## src/rtl/blst_ram.sv

```systemverilog
// Generic simple dual-port RAM with one write port and a registered read port.
module blst_ram #(
  parameter int WIDTH = 8,
  parameter int DEPTH = 64
) (
  input  logic                     clk,
  input  logic                     we,
  input  logic [$clog2(DEPTH)-1:0] waddr,
  input  logic [WIDTH-1:0]         wdata,
  input  logic [$clog2(DEPTH)-1:0] raddr,
  output logic [WIDTH-1:0]         rdata
);

  logic [WIDTH-1:0] mem [DEPTH];

  always_ff @(posedge clk) begin
    if (we) begin
      mem[waddr] <= wdata;
    end
    rdata <= mem[raddr];
  end

endmodule

```

## config.mk

```make
export PLATFORM = sky130hd
export DESIGN_NAME = blst_ram
export DESIGN_NICKNAME = d
export VERILOG_FILES = /design/src/rtl/blst_ram.sv
export SDC_FILE = /design/constraint.sdc
export NUM_CORES = 1
export LEC_CHECK = 0
export BUFFER_PORTS_ARGS = -buffer_cell sky130_fd_sc_hd__buf_2
export CAP_MARGIN = 20
export CORE_MARGIN = 3
export CORE_UTILIZATION = 59
export CTS_BUF_LIST = sky130_fd_sc_hd__clkbuf_4 sky130_fd_sc_hd__clkbuf_8
export DETAILED_ROUTE_END_ITERATION = 16
export HOLD_SLACK_MARGIN = 0.05
export PLACE_DENSITY = 0.88
export SLEW_MARGIN = 20
export SYNTH_ARGS = -nofsm -noshare
export SYNTH_HDL_FRONTEND = slang
export SYNTH_SLANG_ARGS = --single-unit
```

## constraint.sdc

```tcl
create_clock -name clk -period 1.95 [get_ports clk]
set_input_delay 0.195 -clock clk [delete_from_list [all_inputs] [get_ports clk]]
set_output_delay 0.195 -clock clk [all_outputs]
set_load 0.05 [all_outputs]
```

# Word-level counts from Yosys, hierarchy flattened
# Memory sizes are Yosys's and may differ from the RTL's. A register that Yosys moved wholly into a read port is not among the register bits.
# Cells that the tools add are included.
# op_classes
mux,2
# ops
cell,count
2-to-1 mux 1 bit,2
# word_totals
regBits,0
ram_bits,512
inputBits,22
out_inout_bits,8
word_cells,3
n_memories,1
# memory_table
name,words,word_bits,rd,rd_ports_with_merged_regs,write_ports,line,source
mem,64,8,1,1,1,14,logic [WIDTH-1:0] mem [DEPTH];

# Logic depth before layout (Yosys ltp)
# Gate-level depths: netlist (run 1).
# logic_depth
depth_word,2
mapped_depth,9
mapped_depth_nobuf,5

# Least setup slack after synthesis (run 1)
# No wires, ideal clock.
# synth_path
kind,input -> register
start,input raddr[1]
end,register rdata[3] (read register of mem)
setup_ns,0.128
arrival_ns,1.735
required_time_ns,1.822
path_slack_ns,0.087
cell_stages,7
n_path_buf,3
path_cell_list,buf_4 -> buf_2 -> buf_2 -> mux4_2 -> mux4_2 -> o21ai_1 -> o41ai_1
# synth_lines
item,line,source
start: declaration,10,"input logic [$clog2(DEPTH)-1:0] raddr,"
end: declaration,11,output logic [WIDTH-1:0] rdata

==> flow_summary_export.csv, run 1 <==
group,metric,value,unit
setup_path,reg2reg_depth,4,
floorplanning,fp.dieW,191,um
synth,syn_avg_cell_area,21.5,um^2
setup_path,arrival,2.41,ns
place,postPlaceCellArea,0.0219,mm^2
sta,setup_viol,0,
floorplanning,dieHeight,191,um
floorplanning,rows,67,
global_route,grt_pass1_wl,68900,um
global_route,antenna_found_initial,0,
synth,syn_inst,940,
synth,yosys_register_bits,520,
synth,ys_seq_area_frac,0.770,
drt,wl,46000,um
drt,drt_first_iter_violations,1486,
synth,synth_edf_count,512,
synth,synthMuxAreaShare,0.159,
setup_path,r2r_setup_slack,0.04,ns
sta,max_freq,0.523,GHz
place,dpl_worst_slack,-0.611,ns
layout,final_cell_area,0.0236,mm^2
power,leakagePower,7.79,nW
sta,worst_slew_pin_slew,0.778,ns
layout,nets,1180,
place,dp_hpwl,28800,um
power,power.total,23.0,mW
sta,hold_viol_final,0,
layout,area_growth_syn_to_layout,17.0,%
drt,drt-pass1-iter-count,5,
floorplanning,core_area,0.0336,mm^2
synth,syn_area,0.0202,mm^2
synth,synth_top_area_frac,0.762,
synth,synthDistinctLibCells,40,
outcome,outcome,"completed",
setup_path,worstSetupEndpointType,"flip-flop",
worst_hold_path,hold_path_depth,2,
place,portBuffers,29,
clock_tree,htreeDepth,3,
synth,yosysMostFrequentCell,"edfxtp_1",
drt,drc,0,
floorplanning,dieArea,0.0364,mm^2
sta,drv_slew,0,
clock_tree,cts_inserted_buffers,79,
synth,ys_warn_count,0,
synth,synth_commonest_cells,"512 x edfxtp_1, 126 x mux4_2, 83 x nor2_1",
clock_tree,post_cts_buffers,0,
place,gp_congestion,0.948,
setup_path,cp-start-kind,"flip-flop",
drt,vias,10700,
setup_path,reg2reg_to,"rdata[6]",
power,ir_worst_vdd,955,uV
synth,synth_compound_area_frac,0.0207,
clock_tree,cts_num_sinks,520,
setup_path,path_max_fanout,1,
sta,worst_slack,0.0372,ns
synth,synth_top_family_by_area,"multiplexers",
synth,synth_nets,962,
global_route,grt-ovfl-total,0,
worst_hold_path,hp-start,"wdata[1]",
synth,yosys.area_share.xor_xnor,0,
clock_tree,clk_latency,0.63,ns
floorplanning,initial_core_util,0.600,
sta,clock_skew,0.0411,ns
clock_tree,cts-root-buf,"clkbuf_8",
synth,synthTopCellsByArea,"edfxtp_1 76%, mux4_2 14%, nor2_1 1.5%",
synth,synthAdderAreaFrac,0,
global_route,grtUsageTotal,0.260,
setup_path,reg2reg_from,"mem[51][6]",
clock_tree,clockBufferDepth,3,
layout,drive_gt1_frac,0.374,
sta,slew-limit-headroom,0.481,
power,power-per-cell-area,973,mW/mm^2
synth,synthFlopType,"edfxtp_1",
flow_run,cap_violations,0,
drt,drt-wirelength-per-cell,27.6,um
synth,ys_async_sr_fraction,0,
global_route,grt_max_degree,65,
drt,vias_per_cell,6.43,
worst_hold_path,hold_path_end,"mem[24][1]",
setup_path,worstSetupPathType,"reg -> reg",
sta,fin_hold_ws,0.0768,ns
layout,diodes,0,
drt,ant_nets,0,
worst_hold_path,worstHoldPathType,"in -> reg",
synth,synthSimpleGateAreaFrac,0.0339,
setup_path,crit_required,2.44,ns
sta,period_share,0.981,
floorplanning,ios,30,
sta,period_needed,1.91,ns
synth,synth_area_leader_cell,"edfxtp_1",
clock_tree,path_clk_slew,0.07,ns
global_route,first_global_vias,11200,
clock_tree,cts_tree,"yes",
==> sequential cells by signal (all words and copies together) (netlist names) <==
register and cells:
mem 512, rdata 8
==> how the worst max path moves through the flow <==
stage,startpoint,endpoint,slack [ns],cells past startpoint
final,mem[51][6],rdata[6],0.04,4
after global routing,mem[55][3],rdata[3],-0.02,4
after CTS,mem[29][6],rdata[6],0.04,5
after detailed placement,raddr[0],rdata[5],-0.61,7
after global placement,raddr[0],rdata[5],-0.49,7
after floorplan,raddr[1],rdata[3],0.09,7
==> logic make-up after synthesis <==
family                 count (synthesis)
and+or+nand+nor                      153
DFF                                  520
AOI/OAI and AO/OA                     54
buffers and inverters                 51
muxes                                162
==> report_power, final <==
group          switching (mW)  total (mW)  leakage, nW  internal (mW)
Clock                    4.08        9.17        0.842           5.08
Sequential             0.0406        12.4         4.67           12.4
Combinational           0.825        1.38         2.27          0.554
==> critical path, stage by stage, from the launching register on <==
cell	delay [ns]
edfxtp_1	0.38
mux4_2	0.51
mux4_2	0.49
nor2_1	0.26
o32ai_1	0.16
==> cells in the final DEF, fill, tap and decap left out, drive strengths merged, types with 6 or more instances in the layout <==
cell / count
nor3: 7
bufinv: 6
clkbuf: 103
a221oi: 6
nor2: 83
nor2b: 14
edfxtp: 512
mux2: 13
nand2b: 7
o22ai: 8
nand3: 13
buf: 184
mux4: 126
clkinv: 29
nand2: 19
mux2i: 23
dfxtp: 8
o221ai: 8
==> what timing repair did <==
item / CTS / global route
hold buffers: 3 / 0
pin swaps: 0 / 1
setup endpoints to repair: 3 / 4
hold endpoints to repair: 22 / 0
gates resized for setup: 5 / 4
==> per-stage QoR <==
stage | utilization | setup TNS [ns] | cells
3_3_place_gp | 0.652 | -1.82 | 1522
6_report | 0.702 | 0 | 1667
3_5_place_dp | 0.652 | -2.28 | 1522
4_1_cts | 0.701 | 0 | 1667
2_1_floorplan | - | 0 | 940
5_1_grt | 0.702 | -0.0233 | 1667
==> routing by layer <==
layer | GRT usage | up-vias | wire, um | share of wire
met5 | 0 | - | 0 | 0
met4 | 0.104 | 0 | 1720 | 0.038
li1 | - | 4369 | - | -
met1 | 0.344 | 5392 | 16100 | 0.35
met2 | 0.423 | 825 | 23100 | 0.50
met3 | 0.0640 | 135 | 5120 | 0.11
==> layout make-up <==
| cell class | count | area, um^2 |
|---|---|---|
| clock buffers | 102 | 1270 |
| clock inverters | 40 | 343 |
| fillers | 1803 | 10000 |
| multi-input cells | 369 | 4360 |
| flip-flops and latches | 520 | 15500 |
| well taps | 448 | 561 |
| repair buffers | 188 | 1520 |
No activity file was read; power rests on OpenSTA's default activity.
==> run 2: changes to the inputs <==
--- a/config.mk
+++ b/config.mk
@@ -12,6 +12,7 @@
 export CTS_BUF_LIST = sky130_fd_sc_hd__clkbuf_4 sky130_fd_sc_hd__clkbuf_8
 export DETAILED_ROUTE_END_ITERATION = 16
 export HOLD_SLACK_MARGIN = 0.05
+export MAX_ROUTING_LAYER = met4
 export PLACE_DENSITY = 0.88
 export SLEW_MARGIN = 20
 export SYNTH_ARGS = -nofsm -noshare
==> run 2 against run 1 <==
  * Sequential cell count did not move
  * Non-clock buffer count is the same
  * Final cell count did not move
==> flow_summary_export.csv, run 2 (same netlist as run 1, synthesis figures left out) <==
group,metric,value,unit
layout,largestRegisters,"mem (512), rdata (8)",
sta,period_share,0.989,
place,dp_hpwl,28800,um
sta,period_needed,1.93,ns
clock_tree,clk_latency,0.63,ns
global_route,grt_pass1_wl,69000,um
layout,n_fill_cell,1803,
sta,worst_slew_pin_slew,0.784,ns
sta,setup_tns,0,ns
clock_tree,htreeDepth,3,
global_route,grt_max_degree,65,
sta,slew-limit-headroom,0.477,
power,intPower,18.0,mW
drt,drt-wirelength-per-cell,27.6,um
layout,multi_input_comb_area,0.00436,mm^2
power,power-per-cell-area,973,mW/mm^2
setup_path,arrival,2.43,ns
place,portBuffers,29,
clock_tree,cts_num_sinks,520,
setup_path,crit_required,2.45,ns
floorplanning,initial_core_util,0.600,
power,switchingPower,4.95,mW
setup_path,worstSetupPathType,"reg -> reg",
sta,drv_slew,0,
clock_tree,cts_inserted_buffers,79,
layout,top_register,"mem",
drt,drt_first_iter_violations,1557,
layout,nets,1180,
setup_path,cp-start-kind,"flip-flop",
clock_tree,clockBufferDepth,3,
layout,largest_register_ffs,512,
setup_path,path_max_fanout,1,
global_route,grtUsageTotal,0.268,
drt,drt-pass1-iter-count,5,
floorplanning,rows,67,
setup_path,worstSetupEndpointType,"flip-flop",
drt,vias,10800,
clock_tree,path_clk_slew,0.06,ns
global_route,grt-ovfl-total,0,
global_route,first_global_vias,11200,
sta,hold_viol_final,0,
layout,post-route-util,0.702,
drt,vias_per_cell,6.46,
layout,final_cell_mix,"512 x edfxtp_1, 145 x buf_4, 126 x mux4_2",
sta,fin_hold_ws,0.0696,ns
layout,diodes,0,
setup_path,r2r_setup_slack,0.02,ns
outcome,outcome,"completed",
layout,final_common_cell,"edfxtp_1",
power,power_frac_comb,0.060,
worst_hold_path,worstHoldPathType,"in -> reg",
floorplanning,dieHeight,191,um
power,seqPwrFrac,0.541,
power,clockPowerShare,0.399,
layout,drive_gt1_frac,0.374,
sta,clock_skew,0.0406,ns
flow_run,cap_violations,0,
drt,wl,46000,um
drt,ant_nets,0,
power,power.total,23.0,mW
floorplanning,dieArea,0.0364,mm^2
layout,final-seq-area,0.0155,mm^2
clock_tree,cts-root-buf,"clkbuf_8",
floorplanning,fp.dieW,191,um
global_route,antenna_found_initial,0,
power,swShare,0.216,
power,ir_worst_vdd,955,uV
sta,setup_viol,0,
floorplanning,ios,30,
floorplanning,core_area,0.0336,mm^2
clock_tree,cts_tree,"yes",
drt,drc,0,
layout,area_growth_syn_to_layout,17.0,%
place,gp_congestion,0.965,
sta,max_freq,0.519,GHz
power,leakagePower,7.79,nW
## run 2: power by group through the flow
stage | clock [mW] | combinational, mW | sequential, mW
final | 9.17 | 1.38 | 12.4
after global routing | 9.77 | 1.44 | 12.4
after CTS | 9.26 | 1.35 | 12.4
after detailed placement | 0 | 1.33 | 12.6
after global placement | 0 | 1.27 | 12.6
after floorplan | 0 | 0.659 | 12.7
## run 2: layout make-up
cell class                 instances  area share
clock buffer                     102      0.0539
sequential                       520       0.659
clock inverter                    40      0.0145
timing repair buffer             188      0.0645
tap                              448      0.0238
multi-input combinational        369       0.185
## run 2: path summary, 6_finish.rpt
kind,start,to,cells after the start
hold reg to reg,mem[23][1],rdata[1],4
setup reg to reg,mem[55][3],rdata[3],4
hold / removal,wdata[1],mem[24][1],2
setup / recovery,mem[55][3],rdata[3],4
## run 2: what timing repair did
action	in CTS	in global routing
setup buffers	0	0
gates resized for setup	5	4
endpoints found under the hold margin	22	0
pin swaps	0	1
setup endpoints to repair	3	4
hold buffers	3	0
## run 2: layer usage
layer | GRT usage | vias to the layer above | part of all wire | wire length (um)
met5 | - | - | 0 | 0
met4 | 0.104 | 0 | 0.038 | 1750
met3 | 0.0601 | 147 | 0.11 | 5130
met2 | 0.419 | 787 | 0.50 | 23000
met1 | 0.350 | 5469 | 0.35 | 16100
li1 | - | 4369 | - | -
## run 2: metrics by stage
stage	setup slack, ns	cell area (um^2)	cells
global placement	-0.486	21900	1522
detailed placement	-0.611	21900	1522
global route	-0.0252	23600	1667
finish	0.0221	23600	1667
floorplan	0.0873	20200	940
CTS	0.0425	23600	1667
## run 2: critical path, cell delays in order, from the launching register on
cell and delay (ns):
edfxtp_1 0.37, mux4_2 0.53, mux4_2 0.52, o21ai_1 0.28
o41ai_1 0.13
