## config.mk

```make
export PLATFORM = sky130hd
export DESIGN_NAME = blst_ctrl
export DESIGN_NICKNAME = d
export VERILOG_FILES = /design/src/rtl/blst_pkg.sv /design/src/rtl/blst_ctrl.sv
export SDC_FILE = /design/constraint.sdc
export NUM_CORES = 1
export LEC_CHECK = 0
export ABC_AREA = 1
export BUFFER_PORTS_ARGS = -buffer_cell sky130_fd_sc_hd__buf_2
export CAP_MARGIN = 30
export CORE_MARGIN = 4
export CORE_UTILIZATION = 50
export CTS_BUF_LIST = sky130_fd_sc_hd__clkbuf_2
export DETAILED_ROUTE_END_ITERATION = 8
export PLACE_DENSITY = 0.79
export SKIP_CTS_REPAIR_TIMING = 1
export SLEW_MARGIN = 20
export SYNTH_ARGS = -nofsm -noshare
export SYNTH_HDL_FRONTEND = slang
export SYNTH_SLANG_ARGS = --single-unit
```

## constraint.sdc

```tcl
create_clock -name clk -period 15.56 [get_ports clk]
set_input_delay 2.334 -clock clk [delete_from_list [all_inputs] [get_ports clk]]
set_output_delay 2.334 -clock clk [all_outputs]
set_load 0.05 [all_outputs]
```

## src/rtl/blst_pkg.sv

```systemverilog
// Shared types, codes and defaults for the bounded sequential list.
package blst_pkg;

  localparam int DEPTH_DEFAULT         = 64;
  localparam int PAYLOAD_WIDTH_DEFAULT = 64;

  localparam int KIND_W    = 4;
  localparam int KEY_W     = 32;
  localparam int PAY_W     = 64;
  localparam int POS_W     = 6;
  localparam int STATUS_W  = 3;
  localparam int COUNT_W   = 7;
  localparam int IN_DATA_W  = 104;
  localparam int OUT_DATA_W = 104;

  typedef enum logic [KIND_W-1:0] {
    KIND_CLEAR     = 4'd0,
    KIND_INS_FRONT = 4'd1,
    KIND_INS_BACK  = 4'd2,
    KIND_INS_AT    = 4'd3,
    KIND_RM_FRONT  = 4'd4,
    KIND_RM_BACK   = 4'd5,
    KIND_RM_AT     = 4'd6,
    KIND_RM_KEY    = 4'd7,
    KIND_FIND_KEY  = 4'd8,
    KIND_READ_AT   = 4'd9
  } kind_t;

  typedef enum logic [STATUS_W-1:0] {
    ST_OK     = 3'd0,
    ST_FULL   = 3'd1,
    ST_EMPTY  = 3'd2,
    ST_NOKEY  = 3'd3,
    ST_BADPOS = 3'd4
  } status_t;

  typedef struct packed {
    logic [KIND_W-1:0] kind;
    logic [KEY_W-1:0]  key;
    logic [PAY_W-1:0]  payload;
    logic [POS_W-1:0]  position;
  } request_t;

  typedef struct packed {
    status_t            status;
    logic [KEY_W-1:0]   key;
    logic [PAY_W-1:0]   payload;
    logic [COUNT_W-1:0] count;
  } result_t;

endpackage

```

## src/rtl/blst_ctrl.sv

```systemverilog
// Request sequencer: decodes a request, scans and shifts the record store one entry a cycle.
module blst_ctrl #(
  parameter int DEPTH         = blst_pkg::DEPTH_DEFAULT,
  parameter int PAYLOAD_WIDTH = blst_pkg::PAYLOAD_WIDTH_DEFAULT
) (
  input  logic                                  clk,
  input  logic                                  rst,
  input  logic                                  in_valid,
  output logic                                  in_ready,
  input  blst_pkg::request_t                    in_req,
  output logic                                  ram_we,
  output logic [$clog2(DEPTH)-1:0]              ram_waddr,
  output logic [blst_pkg::KEY_W+PAYLOAD_WIDTH-1:0] ram_wdata,
  output logic [$clog2(DEPTH)-1:0]              ram_raddr,
  input  logic [blst_pkg::KEY_W+PAYLOAD_WIDTH-1:0] ram_rdata,
  output logic                                  res_valid,
  input  logic                                  res_ready,
  output blst_pkg::result_t                     res
);
  import blst_pkg::*;

  localparam int AW = $clog2(DEPTH);
  localparam int CW = $clog2(DEPTH + 1);

  typedef enum logic [2:0] {IDLE, COPY, SCAN, RDATA, FINISH} state_t;

  state_t                   state;
  request_t                 req_r;
  logic [CW-1:0]            count;
  logic [CW-1:0]            cur;
  logic [CW-1:0]            last;
  logic [CW-1:0]            slot_r;
  logic [CW-1:0]            ra_q;
  logic [AW-1:0]            wa;
  logic                     iss;
  logic                     rd_go;
  logic                     up;
  status_t                  status_r;
  logic [KEY_W-1:0]         fkey_r;
  logic [PAY_W-1:0]         fpay_r;

  logic                     in_ins;
  logic                     in_needs;
  logic                     full;
  logic                     empty;
  logic [31:0]              posw;
  logic [31:0]              cntw;
  logic [CW-1:0]            ins_slot;
  logic [CW-1:0]            rm_slot;
  logic [CW-1:0]            cur_inc;
  logic [CW-1:0]            cur_dec;
  logic                     req_ins;
  logic                     key_match;
  logic [KEY_W-1:0]         rd_key;
  logic [PAYLOAD_WIDTH-1:0] rd_pay;

  assign in_ins   = (in_req.kind == KIND_INS_FRONT) || (in_req.kind == KIND_INS_BACK) ||
                    (in_req.kind == KIND_INS_AT);
  assign in_needs = (in_req.kind >= KIND_RM_FRONT) && (in_req.kind <= KIND_READ_AT);
  assign full     = (count == CW'(DEPTH));
  assign empty    = (count == '0);
  assign posw     = 32'(in_req.position);
  assign cntw     = 32'(count);
  assign ins_slot = (in_req.kind == KIND_INS_FRONT) ? '0 :
                    (in_req.kind == KIND_INS_BACK)  ? count : CW'(in_req.position);
  assign rm_slot  = (in_req.kind == KIND_RM_FRONT) ? '0 : CW'(in_req.position);
  assign cur_inc  = cur + CW'(1);
  assign cur_dec  = cur - CW'(1);
  assign req_ins  = (req_r.kind == KIND_INS_FRONT) || (req_r.kind == KIND_INS_BACK) ||
                    (req_r.kind == KIND_INS_AT);
  assign rd_key    = ram_rdata[KEY_W-1:0];
  assign rd_pay    = ram_rdata[KEY_W+PAYLOAD_WIDTH-1:KEY_W];
  assign key_match = (rd_key == req_r.key);

  assign in_ready  = (state == IDLE);
  assign res_valid = (state == FINISH);
  assign res       = '{status: status_r, key: fkey_r, payload: fpay_r, count: COUNT_W'(count)};

  always_comb begin
    ram_raddr = cur[AW-1:0];
    if (state == IDLE) begin
      ram_raddr = AW'(in_req.position);
    end
    ram_we    = 1'b0;
    ram_waddr = wa;
    ram_wdata = ram_rdata;
    if (state == COPY) begin
      if (rd_go) begin
        ram_we = 1'b1;
      end else if (!iss && req_ins) begin
        // The gap is open: the new record goes into its slot.
        ram_we    = 1'b1;
        ram_waddr = slot_r[AW-1:0];
        ram_wdata = {req_r.payload[PAYLOAD_WIDTH-1:0], req_r.key};
      end
    end
  end

  always_ff @(posedge clk) begin
    if (rst) begin
      state <= IDLE;
      count <= '0;
      iss   <= 1'b0;
      rd_go <= 1'b0;
    end else begin
      case (state)
        IDLE: begin
          if (in_valid) begin
            req_r    <= in_req;
            status_r <= ST_OK;
            fkey_r   <= '0;
            fpay_r   <= '0;
            rd_go    <= 1'b0;
            iss      <= 1'b0;
            state    <= FINISH;
            if (in_ins && full) begin
              status_r <= ST_FULL;
            end else if (in_needs && empty) begin
              status_r <= ST_EMPTY;
            end else begin
              case (in_req.kind)
                KIND_CLEAR: begin
                  count <= '0;
                end
                KIND_INS_FRONT, KIND_INS_BACK, KIND_INS_AT: begin
                  if (in_req.kind == KIND_INS_AT && posw > cntw) begin
                    status_r <= ST_BADPOS;
                  end else begin
                    // Records from the top down to the slot move up by one.
                    slot_r <= ins_slot;
                    up     <= 1'b1;
                    cur    <= count - CW'(1);
                    last   <= ins_slot;
                    iss    <= (ins_slot < count);
                    state  <= COPY;
                  end
                end
                KIND_RM_FRONT, KIND_RM_AT: begin
                  if (posw >= cntw && in_req.kind == KIND_RM_AT) begin
                    status_r <= ST_BADPOS;
                  end else begin
                    slot_r <= rm_slot;
                    up     <= 1'b0;
                    cur    <= rm_slot + CW'(1);
                    last   <= count - CW'(1);
                    iss    <= ((rm_slot + CW'(1)) < count);
                    state  <= COPY;
                  end
                end
                KIND_RM_BACK: begin
                  count <= count - CW'(1);
                end
                KIND_RM_KEY, KIND_FIND_KEY: begin
                  cur   <= '0;
                  last  <= count - CW'(1);
                  iss   <= 1'b1;
                  state <= SCAN;
                end
                KIND_READ_AT: begin
                  if (posw >= cntw) begin
                    status_r <= ST_BADPOS;
                  end else begin
                    state <= RDATA;
                  end
                end
                default: begin
                end
              endcase
            end
          end
        end
        COPY: begin
          rd_go <= iss;
          if (iss) begin
            wa <= up ? cur_inc[AW-1:0] : cur_dec[AW-1:0];
            if (cur == last) begin
              iss <= 1'b0;
            end else begin
              cur <= up ? cur_dec : cur_inc;
            end
          end
          if (!iss && !rd_go) begin
            count <= req_ins ? count + CW'(1) : count - CW'(1);
            state <= FINISH;
          end
        end
        SCAN: begin
          rd_go <= iss;
          if (iss) begin
            ra_q <= cur;
            cur  <= cur_inc;
            iss  <= (cur != last);
          end
          // Reads run one ahead of the compare; a match drops the read in flight.
          if (rd_go) begin
            if (key_match) begin
              if (req_r.kind == KIND_FIND_KEY) begin
                fkey_r <= rd_key;
                fpay_r <= PAY_W'(rd_pay);
                state  <= FINISH;
              end else begin
                slot_r <= ra_q;
                up     <= 1'b0;
                cur    <= ra_q + CW'(1);
                last   <= count - CW'(1);
                iss    <= ((ra_q + CW'(1)) < count);
                rd_go  <= 1'b0;
                state  <= COPY;
              end
            end else if (ra_q == last) begin
              status_r <= ST_NOKEY;
              state    <= FINISH;
            end
          end
        end
        RDATA: begin
          fkey_r <= rd_key;
          fpay_r <= PAY_W'(rd_pay);
          state  <= FINISH;
        end
        FINISH: begin
          if (res_ready) begin
            state <= IDLE;
          end
        end
        default: begin
          state <= IDLE;
        end
      endcase
    end
  end

endmodule

```

# Yosys cells after proc, flatten, opt, wreduce, memory -nomap -nowiden
# Cells that the tools add are included.
totals:
  input_bits: 206
  regBits: 245
op_classes:
  n_mux: 117
  n_bitwise: 1
  magnitude_cmp: 7
  n_reduce_logical: 34
  add_sub_neg: 6
  n_eq_ne: 41
ops:
  columns: ["operator", "n"]
  rows:
  - ["$mux W96", 3]
  - ["$mux W64", 4]
  - ["$pmux W64 S3", 1]
  - ["$mux W7", 27]
  - ["$mux W32", 4]
  - ["$pmux W32 S3", 1]
  - ["$mux W6", 13]
  - ["$mux W3", 21]
  - ["$pmux W7 S3", 3]
  - ["$pmux W7 S2", 3]
  - ["$eq A32 B32 Y1", 1]
  - ["$mux W1", 26]
  - ["$pmux W6 S2", 2]
  - ["$ne A2 B2 Y1 const B", 11]
  - ["$reduce_and A11 Y1", 2]
  - ["$add A7 B1 Y7 const B", 3]
  - ["$lt A7 B7 Y1", 3]
  - ["$reduce_and A6 Y1", 3]
  - ["$eq A4 B2 Y1 const B", 4]
  - ["$eq A4 B3 Y1 const B", 4]
  - ["$pmux W3 S5", 1]
  - ["$eq A7 B7 Y1", 2]
  - ["$sub A7 B1 Y7 const B", 2]
  - ["$eq A4 B4 Y1 const B", 3]
  - ["other kinds (35)", 59]

# Depth between registers and ports, before layout
# Gate-level depths: netlist of the first run.
logic_depth:
  depth_word: 10
  ltp_mapped: 23

# Worst setup path before layout of the first run
# OpenSTA, ideal clock, no wires.
synth_path:
  path_type: "input -> register"
  start: "input port ram_rdata[29] in the netlist's numbering"
  end: "register fkey_r[0] (enable)"
  arrival_ns: 9.545
  path_slack_ns: 5.346
  cell_stages: 11
  required_time_ns: 14.891
  setup_time_ns: 0.669
  cell_sequence: "inv_1 -> nand2_1 -> nand2_1 -> nand2_1 -> nor2_1 -> nand2_1 -> nor2_1 -> nand2_1 -> inv_1 -> o21ai_0 -> nor3_1"
synth_between:
  elab_chain_len: 3
synth_rtl:
  columns: ["element", "line", "source"]
  rows:
  - ["start, declared", "blst_ctrl.sv:15", "input logic [blst_pkg::KEY_W+PAYLOAD_WIDTH-1:0] ram_rdata,"]
  - ["$eq A32 B32 Y1", "blst_ctrl.sv:73", "assign key_match = (rd_key == req_r.key);"]
  - ["$ne A2 B2 Y1 (no source line)", null, null]
  - ["$reduce_and A6 Y1 (no source line)", null, null]
  - ["end signal, assigned", "blst_ctrl.sv:198", "fkey_r <= rd_key;"]
  - ["end signal, assigned", "blst_ctrl.sv:217", "fkey_r <= rd_key;"]
  - ["end, declared", "blst_ctrl.sv:39", "logic [KEY_W-1:0] fkey_r;"]
# Every way passes these cells.
# A chain may end at the register's enable or synchronous reset.

# Worst setup path after layout of the first run
layout_path:
  start: "register state[2]"
  end: "output port ram_wdata[54] in the netlist's numbering"
layout_between:
  elab_chain_len: 2
layout_rtl:
  columns: ["element", "line", "source"]
  rows:
  - ["start, declared", "blst_ctrl.sv:27", "state_t state;"]
  - ["start signal, assigned", "blst_ctrl.sv:101", "state <= IDLE;"]
  - ["start signal, assigned", "blst_ctrl.sv:115", "state <= FINISH;"]
  - ["start signal, assigned", "blst_ctrl.sv:135", "state <= COPY;"]
  - ["$eq A3 B1 Y1", "blst_ctrl.sv:87", "if (state == COPY) begin"]
  - ["$mux W96", "blst_ctrl.sv:87", null]
  - ["end, declared", "blst_ctrl.sv:13", "output logic [blst_pkg::KEY_W+PAYLOAD_WIDTH-1:0] ram_wdata,"]
# Every way passes these cells.

==> results.sh, run 1 <==
export IMPL_syn_nets=1572
export IMPL_post_route_drc_count=0
export IMPL_worst_path_buf_inv=3
export IMPL_timing_rr_end="cur[3]"
export IMPL_hp_class="reg2reg"
export IMPL_period_share=0.391
export IMPL_yosysSeqAreaShare=0.576
export IMPL_crit_family="buffers and inverters"
export IMPL_maxCapViolCount=0
export IMPL_ios=423
export IMPL_regArea_um2=7240
export IMPL_criticalPathCategory="reg2out"
export IMPL_crit_required_ns=13.23
export IMPL_die_h_um=166
export IMPL_synth_cell_area_um2=12600
export IMPL_die_area_um2=27700
export IMPL_grt_met2_usage=0.514
export IMPL_synth_edff_count=233
export IMPL_port_buffers=422
export IMPL_netlist_instances=1336
export IMPL_dpl_hpwl_um=32700
export IMPL_fin_nets=2015
export IMPL_hold_slack_ns=0.527
export IMPL_worstPathArrival_ns=3.75
export IMPL_syn2layout_area_growth_pct=23.2
export IMPL_r2r_slack_ns=11.77
export IMPL_h_tree_depth=2
export IMPL_hold_path_depth=2
export IMPL_ys_ff_latch=245
export IMPL_hold_viol=0
export IMPL_synth_most_common_cell="nor2_1"
export IMPL_first_pass_iters=6
export IMPL_min_to="rd_go"
export IMPL_drt_wirelength_per_cell_um=19.8
export IMPL_rows=57
export IMPL_end_kind="output port"
export IMPL_grt_pass1_vias=11000
export IMPL_fin_skew_ns=0.0539
export IMPL_multi_input_area_um2=4370
export IMPL_tns_ns=0
export IMPL_slew_headroom=0.345
export IMPL_met3_usage=0.0680
export IMPL_status="completed"
export IMPL_ir_drop_uv=106
export IMPL_start_util=0.512
export IMPL_dp_slack_ns=10.15
export IMPL_grt_use_total=0.297
export IMPL_max_stage_delay_ns=0.57
export IMPL_yosys_area_top_type="edfxtp_1"
export IMPL_tightest_slew_ns=0.981
export IMPL_core_um2=24500
export IMPL_post_route_min_period_ns=6.08
export IMPL_grt_busiest_layer="met2"
export IMPL_clock_sinks=245
export IMPL_syn_area_per_cell_um2=9.40
export IMPL_gr_total_overflow=0
export IMPL_antenna_found_initial=6
export IMPL_synth_area_leaders="edfxtp_1, nor2_1, nand2_1, inv_1, a21oi_1"
export IMPL_synth_top_area_frac=0.557
export IMPL_ys_flop_type="edfxtp_1"
export IMPL_hp_start="rd_go"
export IMPL_setup_viol=0
export IMPL_setup_slack_ns=9.48
export IMPL_nFillCells=2157
export IMPL_fmax_mhz=164
export IMPL_drive_gt1_frac=0.307
export IMPL_first_iter_violations=1302
export IMPL_grt_max_degree=104
export IMPL_cellPowerDensity_nw_per_um2=172
export IMPL_ys_types=44
export IMPL_die_width_um=166
export IMPL_cts_tree="done"
export IMPL_slew_viol_final=0
export IMPL_clk_latency_ns=0.82
export IMPL_cp_start_kind="flip-flop"
export IMPL_slowest_stage="buf_4"
export IMPL_rsz0062_at_grt="false"
export IMPL_root_buffer="clkbuf_2"
export IMPL_clockBufferDepth=3
export IMPL_vias_per_cell=5.25
export IMPL_wirelength_um=42500
export IMPL_ff2ff_path_depth=10
export IMPL_grt_use_met1=0.367
export IMPL_vias=11300
export IMPL_clkTransAtPathRegs_ns=0.09
export IMPL_final_core_util=0.631
export IMPL_leakage_nw=7.34
export IMPL_crit_fanout=96
export IMPL_crit_chain="nor2_2, nand2_2, nor2_4, nand2_8, buf_4, buf_12, nor2_1, a21oi_1, buf_2"
export IMPL_cts_inserted_buffers=61
export IMPL_antenna_left=0
export IMPL_async_reset_ff_frac=0
export IMPL_grt_pass1_wl_um=64600
export IMPL_synthTopCellsByCount="nor2_1, edfxtp_1, nand2_1"
export IMPL_reg2reg_from="state[1]"
export IMPL_yosysWarnings=0
export IMPL_gp_congestion=0.983
==> cell type report <==
| class | count | area share |
|---|---|---|
| Sequential cell | 245 | 0.468 |
| Multi-Input combinational cell | 846 | 0.283 |
| Timing Repair Buffer | 430 | 0.142 |
| Inverter | 195 | 0.0477 |
| Clock buffer | 84 | 0.0272 |
| Tap cell | 324 | 0.0262 |
| Clock inverter | 23 | 0.00614 |
| Antenna cell | 3 | 0.000485 |
==> cells by family (layout without fill, tap and decap cells) <==
| family | after synthesis | count (layout) | share of synthesized area |
|---|---|---|---|
| AOI/OAI and AO/OA | 220 | 220 | 0.0932 |
| xor gates and xnor gates | 59 | 59 | 0.0411 |
| adders and majority gates | 30 | 30 | 0.0299 |
| buffers and inverters | 245 | 732 | 0.0777 |
| DFF | 245 | 245 | 0.576 |
| muxes | 6 | 6 | 0.00538 |
| other | 0 | 3 | 0 |
| and+or+nand+nor | 531 | 531 | 0.177 |
==> worst register-to-register path, cell delays in order, from the launching register on <==
cell and delay (ns):
dfxtp_1 0.45, inv_2 0.09, nor2_2 0.12, clkinv_2 0.55, nor2_4 0.74, inv_2 0.31, nand2_1 0.12, nand2_1 0.07
inv_1 0.08, nand2_1 0.07, nor4b_2 0.86
==> flip-flops by register name, summed over array words and instances (netlist names) <==
name / flops
ra_q: 7
iss: 1
last: 7
fpay_r: 64
state: 3
req_r: 100
up: 1
status_r: 3
slot_r: 6
count: 7
fkey_r: 32
rd_go: 1
wa: 6
cur: 7
==> through the flow <==
stage | area (µm²) | std cells | power (mW)
final | 15500 | 2150 | 2.67
after global routing | 15500 | 2150 | 2.81
after CTS | 15400 | 2145 | 2.67
after detailed placement | 14900 | 2038 | 2.27
after global placement | 14900 | 2038 | 2.25
after floorplan | 12600 | 1336 | 1.94
==> layout by cell type, fill, tap and decap left out, types with 8 or more instances in the layout <==
cell      synthesis  layout
o211ai_1         10      10
dfxtp_1          12      12
nor3_1           19      18
inv_2             9       9
o21ai_0          59      59
nand3_1          28      28
inv_1           185     185
edfxtp_1        233     233
a21oi_1         120     120
xnor2_1          35      35
nor2_1          247     246
nor2_2            8       8
xor2_1           24      24
buf_2            19     422
nand4_1           8       8
clkinv_1          0      18
nand2_1         199     199
ha_1             30      30
clkbuf_2          1      84
o21ai_1          13      13
==> per-layer routing <==
| metal | share of wire | vias up | wire (µm) |
|---|---|---|---|
| met1 | 0.37 | 5206 | 15600 |
| met5 | 0.00040 | - | 17 |
| met2 | 0.50 | 662 | 21200 |
| met3 | 0.098 | 98 | 4150 |
| li1 | - | 5329 | - |
| met4 | 0.036 | 2 | 1550 |
==> worst max path at each step <==
stage	from	end	slack, ns	cells past startpoint
detailed placement	ram_rdata[91]	ram_wdata[91]	10.15	4
global route	state[2]	ram_wdata[54]	9.17	9
floorplan	ram_rdata[29]	fkey_r[0]	5.35	11
global placement	ram_rdata[91]	ram_wdata[91]	10.14	4
CTS	state[2]	ram_wdata[91]	9.27	8
finish	state[2]	ram_wdata[54]	9.48	9
==> power breakdown <==
| group | internal, mW | total [mW] | switching, mW |
|---|---|---|---|
| Combinational | 0.282 | 1.24 | 0.954 |
| Clock | 0.148 | 0.401 | 0.253 |
| Sequential | 0.935 | 1.03 | 0.0938 |
| Total | 1.36 | 2.67 | 1.30 |
Power figures use the tool's default switching activity.
==> inputs of run 2 (changes only) <==
- ABC_AREA: 1 -> 0
- clock period: 15.56 -> 5.8 ns (I/O delays scaled with it)
==> results.sh, run 2 <==
export IMPL_min_to="req_r[15]"
export IMPL_port_buffers=422
export IMPL_grt_pass1_wl_um=61600
export IMPL_syn2layout_area_growth_pct=22.7
export IMPL_ff2ff_path_depth=10
export IMPL_grt_use_total=0.281
export IMPL_root_buffer="clkbuf_2"
export IMPL_dpl_instance_area_um2=15300
export IMPL_setup_viol=0
export IMPL_async_reset_ff_frac=0
export IMPL_dpl_cell_count=1711
export IMPL_hold_viol=0
export IMPL_rows=58
export IMPL_clock_sinks=245
export IMPL_tns_ns=0
export IMPL_tightest_slew_ns=1.01
export IMPL_gr_total_overflow=0
export IMPL_ys_ff_latch=245
export IMPL_netlist_instances=1006
export IMPL_status="completed"
export IMPL_crit_required_ns=4.93
export IMPL_cellPowerDensity_nw_per_um2=277
export IMPL_synth_top_area_frac=0.539
export IMPL_synth_edff_count=233
export IMPL_final_common_cell="buf_2"
export IMPL_first_pass_iters=8
export IMPL_slew_headroom=0.327
export IMPL_post_route_drc_count=0
export IMPL_leakage_nw=6.82
export IMPL_dpl_hpwl_um=32200
export IMPL_criticalPathCategory="reg2out"
export IMPL_clk_latency_ns=0.85
export IMPL_vias=10400
export IMPL_h_tree_depth=2
export IMPL_largest_reg_flops=100
export IMPL_ios=423
export IMPL_first_iter_violations=979
export IMPL_ir_drop_uv=179
export IMPL_drt_wirelength_per_cell_um=23.4
export IMPL_syn_area_per_cell_um2=12.9
export IMPL_hp_class="in2reg"
export IMPL_final_cell_mix="buf_2, edfxtp_1, and2_1"
export IMPL_reg2reg_from="count[4]"
export IMPL_ys_flop_type="edfxtp_1"
export IMPL_yosysWarnings=0
export IMPL_top_regs="req_r: 100 flops, fpay_r: 64 flops, fkey_r: 32 flops"
export IMPL_rsz0062_at_grt="false"
export IMPL_synth_area_leaders="edfxtp_1, mux2_4, and2_1, xnor2_1, ha_1"
export IMPL_synth_most_common_cell="edfxtp_1"
export IMPL_clkTransAtPathRegs_ns=0.13
export IMPL_die_area_um2=28600
export IMPL_final_cell_count_no_fill=1828
export IMPL_hold_path_depth=1
export IMPL_fin_nets=1681
export IMPL_antenna_found_initial=10
export IMPL_syn_nets=1242
export IMPL_drive_gt1_frac=0.438
export IMPL_start_util=0.511
export IMPL_wirelength_um=42700
export IMPL_vias_per_cell=5.68
export IMPL_synthTopCellsByCount="edfxtp_1, and2_1, mux2_4"
export IMPL_slew_viol_final=0
export IMPL_end_kind="output port"
export IMPL_yosys_area_top_type="edfxtp_1"
export IMPL_grt_max_degree=97
export IMPL_worstPathArrival_ns=3.99
export IMPL_r2r_slack_ns=2.10
export IMPL_cp_start_kind="flip-flop"
export IMPL_fin_area_um2=15900
export IMPL_yosysSeqAreaShare=0.557
export IMPL_ys_types=76
export IMPL_cts_tree="done"
export IMPL_die_h_um=169
export IMPL_hp_start="in_req[15]"
export IMPL_maxCapViolCount=0
export IMPL_power_mw=4.41
export IMPL_timing_rr_end="cur[3]"
export IMPL_antenna_left=0
export IMPL_core_um2=25400
export IMPL_synth_cell_area_um2=13000
export IMPL_fin_skew_ns=0.0681
export IMPL_period_share=0.837
export IMPL_fmax_mhz=206
export IMPL_crit_fanout=50
export IMPL_grt_pass1_vias=10000
export IMPL_cts_inserted_buffers=61
export IMPL_clockBufferDepth=3
export IMPL_gp_congestion=0.942
export IMPL_die_width_um=169
export IMPL_hold_slack_ns=0.182
export IMPL_post_route_min_period_ns=4.86
export IMPL_top_register="req_r"
## run 2: kinds of logic (layout without fill, tap and decap cells)
family                     Yosys count  after routing  share of synthesized area
buffers and inverters               86            572                     0.0333
AOI/OAI and AO/OA                  148            148                     0.0769
DFF                                245            245                      0.557
adders and majority gates           30             30                     0.0289
and+or+nand+nor                    300            300                      0.126
xor gates and xnor gates            78             78                     0.0526
muxes                              119            119                      0.125
other                                0              6                          0
## run 2: routing by layer
layer	global-route usage	part of all wire	routed length, µm	vias up
met3	0.0659	0.090	3850	123
met5	0	0.0015	64	-
li1	-	-	-	4636
met4	0.122	0.045	1930	10
met2	0.468	0.49	20900	590
met1	0.354	0.38	16000	5028
## run 2: where the power goes
part	switching (mW)	total, mW	internal (mW)
clock network	0.712	1.20	0.483
registers	0.0720	2.15	2.08
logic	0.746	1.07	0.320
## run 2: per-stage QoR
step / setup WS [ns] / utilization
CTS: 0.878 / 0.626
global route: 0.731 / 0.627
detailed placement: 1.51 / 0.604
finish: 0.945 / 0.627
floorplan: 0.943 / -
global placement: 1.51 / 0.604
## run 2: final cells by class
type | instances | area [µm²]
fillers | 2005 | 9470
clock buffers | 83 | 415
diodes | 6 | 15.0
well taps | 330 | 413
flip-flops and latches | 245 | 7240
inverters | 26 | 97.6
clock inverters | 27 | 161
repair buffers | 436 | 2240
multi-input cells | 675 | 5360
## run 2: how the worst max path moves through the flow
stage	endpoint	depth (start not counted)	slack, ns	start
floorplan	req_r[100]	5	0.94	state[2]
global placement	iss	15	1.51	in_req[102]
detailed placement	iss	15	1.51	in_req[102]
CTS	ram_wdata[19]	7	0.88	state[2]
global route	ram_wdata[19]	7	0.73	state[2]
finish	ram_wdata[19]	7	0.94	state[2]
## run 2: critical path: stages (launching register included)
cell,delay (ns)
dfxtp_1,0.65
nor2_2,0.08
nand2_2,0.23
or2_1,0.34
or3_4,0.78
buf_4,0.41
mux2_2,0.36
buf_2,0.21
